File: src/hw/rtl/ssbm_pkg.sv
// shared types and helpers for the magnitude sorter
`timescale 1ns / 1ps

package ssbm_pkg;

  localparam int unsigned DataW = 32;

  // control broadcast from the top level to every cell
  typedef struct packed {
    logic             insert;
    logic             drain;
    logic [DataW-1:0] value;
    logic [DataW-1:0] mag;
  } cell_ctrl_t;

  // unsigned absolute value, the most negative code maps to 2^31
  function automatic logic [DataW-1:0] magnitude(input logic [DataW-1:0] v);
    logic [DataW-1:0] m;
    m = v[DataW-1] ? (~v + {{(DataW-1){1'b0}}, 1'b1}) : v;
    return m;
  endfunction

endpackage

File: src/hw/rtl/ssbm_cell.sv
// one cell of the insertion chain: holds one value and its valid bit
`timescale 1ns / 1ps

module ssbm_cell (
  input  logic                      clk_i,
  input  logic                      rst_ni,
  input  ssbm_pkg::cell_ctrl_t      ctrl_i,
  input  logic                      prev_keep_i,
  input  logic [ssbm_pkg::DataW-1:0] prev_value_i,
  input  logic                      prev_valid_i,
  input  logic [ssbm_pkg::DataW-1:0] next_value_i,
  input  logic                      next_valid_i,
  output logic                      keep_o,
  output logic [ssbm_pkg::DataW-1:0] value_o,
  output logic                      valid_o
);

  logic [ssbm_pkg::DataW-1:0] value_q, value_d;
  logic                       valid_q, valid_d;

  // equal magnitudes stay ahead of the newcomer, which keeps the order stable
  assign keep_o = valid_q && (ssbm_pkg::magnitude(value_q) <= ctrl_i.mag);

  always_comb begin
    value_d = value_q;
    valid_d = valid_q;
    if (ctrl_i.drain) begin
      value_d = next_value_i;
      valid_d = next_valid_i;
    end else if (ctrl_i.insert && !keep_o) begin
      if (prev_keep_i) begin
        value_d = ctrl_i.value;
        valid_d = 1'b1;
      end else begin
        value_d = prev_value_i;
        valid_d = prev_valid_i;
      end
    end
  end

  always_ff @(posedge clk_i or negedge rst_ni) begin
    if (!rst_ni) begin
      valid_q <= 1'b0;
    end else begin
      valid_q <= valid_d;
    end
  end

  always_ff @(posedge clk_i) begin
    value_q <= value_d;
  end

  assign value_o = value_q;
  assign valid_o = valid_q;

endmodule

File: config.mk
export PLATFORM = sky130hd
export DESIGN_NAME = ssbm_cell
export DESIGN_NICKNAME = d
export VERILOG_FILES = /design/src/hw/rtl/ssbm_pkg.sv /design/src/hw/rtl/ssbm_cell.sv
export SDC_FILE = /design/constraint.sdc
export NUM_CORES = 1
export LEC_CHECK = 0
export BUFFER_PORTS_ARGS = -buffer_cell sky130_fd_sc_hd__buf_2
export CAP_MARGIN = 0
export CORE_MARGIN = 1.5
export CORE_UTILIZATION = 41
export DETAILED_ROUTE_END_ITERATION = 7
export GPL_TIMING_DRIVEN = 0
export PLACE_DENSITY = 0.77
export SLEW_MARGIN = 20
export SYNTH_ARGS = -nofsm -noshare
export SYNTH_HDL_FRONTEND = slang
export SYNTH_SLANG_ARGS = --single-unit
File: constraint.sdc
create_clock -name clk_i -period 3.9 [get_ports clk_i]
set_input_delay 0.585 -clock clk_i [delete_from_list [all_inputs] [get_ports clk_i]]
set_output_delay 0.585 -clock clk_i [all_outputs]
set_load 0.01 [all_outputs]
==> impl_metrics.py <==
metrics = {
    "status": {
        "run_status": "finished with violations",
        "failed_checks": "setup timing",
    },
    "detailed_routing": {
        "drt_iter0_drc": 237,
        "detailroute.via_count": 3305,
        "drt_pre_antenna_iters": 4,
        "route.final.wire_length_mm": 9.34,
        "routed_antenna_nets": 0,
        "drc_markers": 0,
        "route.detailed.wl_per_inst_um": 14.6,
        "viasPerCell": 5.17,
    },
    "cells_and_area": {
        "layout.cells.most_common": "buf_2",
        "syn_to_final_growth_pct": 40.8,
        "final_layout_size_suffix_gt1_share_pct": 38.2,
        "final_nets": 706,
        "multiInputGateArea_um2": 2120,
        "area.sequential_um2": 986,
        "final_cell_mix": "buf_2, nand2_1, o21ai_0, inv_1, ha_1",
        "post-route-cell-area_um2": 4410,
        "fill_count": 626,
    },
    "cts": {
        "clock_tree.htree_level_count": 2,
        "cts_tree": "yes",
        "insertion_delay_ns": 0.28,
        "clock_buffer_count_from_cts": 5,
        "clkSinkCount": 33,
        "cts-hold-fix-buffers": 0,
        "max-clock-path-buffers": 2,
        "root_buffer": "clkbuf_8",
        "clk_pin_slew_ns": 0.06,
    },
    "placed_design": {
        "gpl.final_weighted_congestion": 0.886,
        "final_hpwl_from_detailed_placement_mm": 7.72,
        "post_dp_cell_area_um2": 4120,
        "pre_cts_slack_ns": -0.468,
        "io_buffers": 167,
    },
    "worst_setup_path": {
        "worst_path_max_delay_cell": "or4_4",
        "worst_ep_required_time_ns": 3.31,
        "timing.critical_path.from_type": "flop",
        "timing.critical_path.cells": "or4_4 > or4_4 > or4_4 > o31ai_4 > xnor2_2 > ha_1 > nand3_1 > nand2_1 > a221oi_2 > nand3_1 > o21ai_2 > buf_2",
        "cp_slowest_stage_delay_ns": 0.56,
        "worst-endpoint-arrival_ns": 3.71,
        "path_class": "reg2out",
        "crit_path_end_kind": "primary output",
        "peak_fanout_along_the_critical_path": 3,
        "cp_common_cell": "or4_4",
    },
    "timing": {
        "setup_ws_ns": -0.400,
        "rsz0062_at_grt": "true",
        "setup_viol": 33,
        "slew_headroom_pct": 53.1,
        "final.min_clock_period_ns": 4.30,
        "hold-worst-slack_ns": 0.0699,
        "timing.setup.tns_ns": -4.79,
        "final-max-slew-violation-count": 0,
        "final_min_period_over_clock_period_pct": 110,
        "clock-skew-final_ns": 0.00490,
        "hold_violations": 0,
        "max_freq_mhz": 233,
        "timing_worst_slew_pin_value_ns": 0.703,
    },
    "yosys": {
        "synthesis.yosys.warnings": 0,
        "synth_simple_gate_area_share_pct": 14.7,
        "syn_area_per_cell_um2": 8.92,
        "synth_mux_area_share_pct": 10.2,
        "synthXorXnorAreaFrac_pct": 8.11,
        "synth_async_reset_ratio_pct": 3.03,
        "synth-seq-area-share_pct": 31.5,
        "syn_area_um2": 3130,
        "synth_edf_count": 32,
        "synth_fa_ha_area_share_pct": 13.2,
        "synth-compound-area-share_pct": 16.5,
        "mappedNetlistNets": 519,
        "synth_top_family_by_area": "compound AO/OA/AOI/OAI gates",
        "synth_ff_type": "edfxtp_1",
        "synthesis.instances": 351,
        "ys_types": 39,
        "synth_seq_cells": 33,
    },
    "floorplanning": {
        "fp-row-count": 31,
        "floorplan.core_area_um2": 7330,
        "fp.dieH_um": 90.4,
        "die_x_um": 90.4,
        "die-area_um2": 8170,
        "initial_cell_density_of_the_core_pct": 42.7,
        "design.portCount": 169,
    },
    "global_routing": {
        "busiest_layer": "met2",
        "groute.usage.overall_pct": 22.2,
        "grt_util_met3_pct": 2.78,
        "grt_antenna_before_repair": 1,
        "grt_pass1_wl_mm": 14.5,
        "grt_max_degree": 14,
        "grt_pass1_vias": 3151,
        "gr-total-overflow": 0,
        "use_met1_pct": 26.5,
        "gr-usage-met2_pct": 40.0,
    },
    "worst_hold_path": {
        "min-delay-path-class": "in2async",
    },
    "power": {
        "powerDensity_nw_per_um2": 318,
        "power.ir.vdd_worst_mv": 0.235,
        "leakage_uw": 0.00212,
    },
    "flow_run": {
        "max_cap_viol_count": 0,
    },
}
-- state kept, by name, indices dropped and copies added, names as in the netlist --
signal and count:
valid_o 1, value_o 32
-- logic make-up after synthesis --
| kind of cell | Yosys count |
|---|---|
| AOI/OAI and AO/OA | 84 |
| xor gates and xnor gates | 29 |
| adders and majority gates | 33 |
| buffers and inverters | 48 |
| DFF | 33 |
| muxes | 32 |
| and+or+nand+nor | 92 |
-- routing by layer --
metal / share of wire, % / vias up / routed length (µm)
met1: 41 / 1501 / 3860
met2: 51 / 118 / 4780
li1: - / 1669 / -
met4: 2.5 / 0 / 230
met3: 5.1 / 17 / 474
met5: 0 / - / 0
-- final cells by class --
type / count / area share, %
antenna: 1 / 0.0568
sequential: 33 / 22.4
timing repair buffer: 177 / 20.7
inverter: 34 / 2.90
tap: 99 / 2.81
multi-input combinational: 273 / 48.2
clock buffer: 8 / 1.82
buffer: 14 / 1.19
-- path summary, 6_finish.rpt --
| kind | end | depth (start not counted) | startpoint | slack, ns |
|---|---|---|---|---|
| worst max-delay path | keep_o | 12 | value_o[11]$_DFFE_PP_ | -0.40 |
| worst min-delay path | valid_o$_DFFE_PN0P_ | 1 | rst_ni | 0.07 |
| worst max register to register | value_o[29]$_DFFE_PP_ | 12 | value_o[11]$_DFFE_PP_ | -0.15 |
| worst min register to register | valid_o$_DFFE_PN0P_ | 4 | valid_o$_DFFE_PN0P_ | 0.89 |
| max in group asynchronous | valid_o$_DFFE_PN0P_ | 1 | rst_ni | 3.75 |
| min in group clk_i | valid_o$_DFFE_PN0P_ | 3 | next_valid_i | 0.58 |
-- cells in the mapped netlist (5+ instances only) --
cell type	count	area [µm²]
nand2_1	46	173
o21ai_0	43	215
inv_1	34	128
ha_1	33	413
edfxtp_1	32	961
mux2i_1	32	320
xnor2_1	29	254
a21oi_1	14	70.1
o31ai_1	12	90.1
clkbuf_1	11	41.3
nand4_1	9	56.3
nand3_1	7	35.0
or3_1	6	37.5
nor2_1	5	18.8
-- per-stage QoR --
| stage | util (%) | instances | power, µW |
|---|---|---|---|
| after floorplan | - | 351 | 902 |
| after global placement | 56.1 | 617 | 1100 |
| after detailed placement | 56.1 | 617 | 1130 |
| after CTS | 59.7 | 639 | 1390 |
| after global routing | 60.1 | 639 | 1510 |
| final | 60.1 | 639 | 1400 |
-- power by group --
group	internal (µW)	switching (µW)
combinational	308	334
clock	126	109
sequential	458	68.6
total	893	511
-- worst max-delay path: cells and delay by family, from the launching register on --
family                     cells  cell delay (ns)
DFF                            1             0.40
AOI/OAI and AO/OA              3             0.70
adders and majority gates      1             0.26
xor gates and xnor gates       1             0.14
buffers and inverters          1             0.14
and+or+nand+nor                6             1.80
-- timing repair --
item                                   4_1_cts  5_1_grt
cloned                                       3        0
buffers inserted                            11        0
pin swaps                                    5        4
endpoints found under the hold margin        0        0
resized for setup                            9        8
setup endpoints to repair                   33       34
Note: power is estimated with default switching activity, not from simulation.
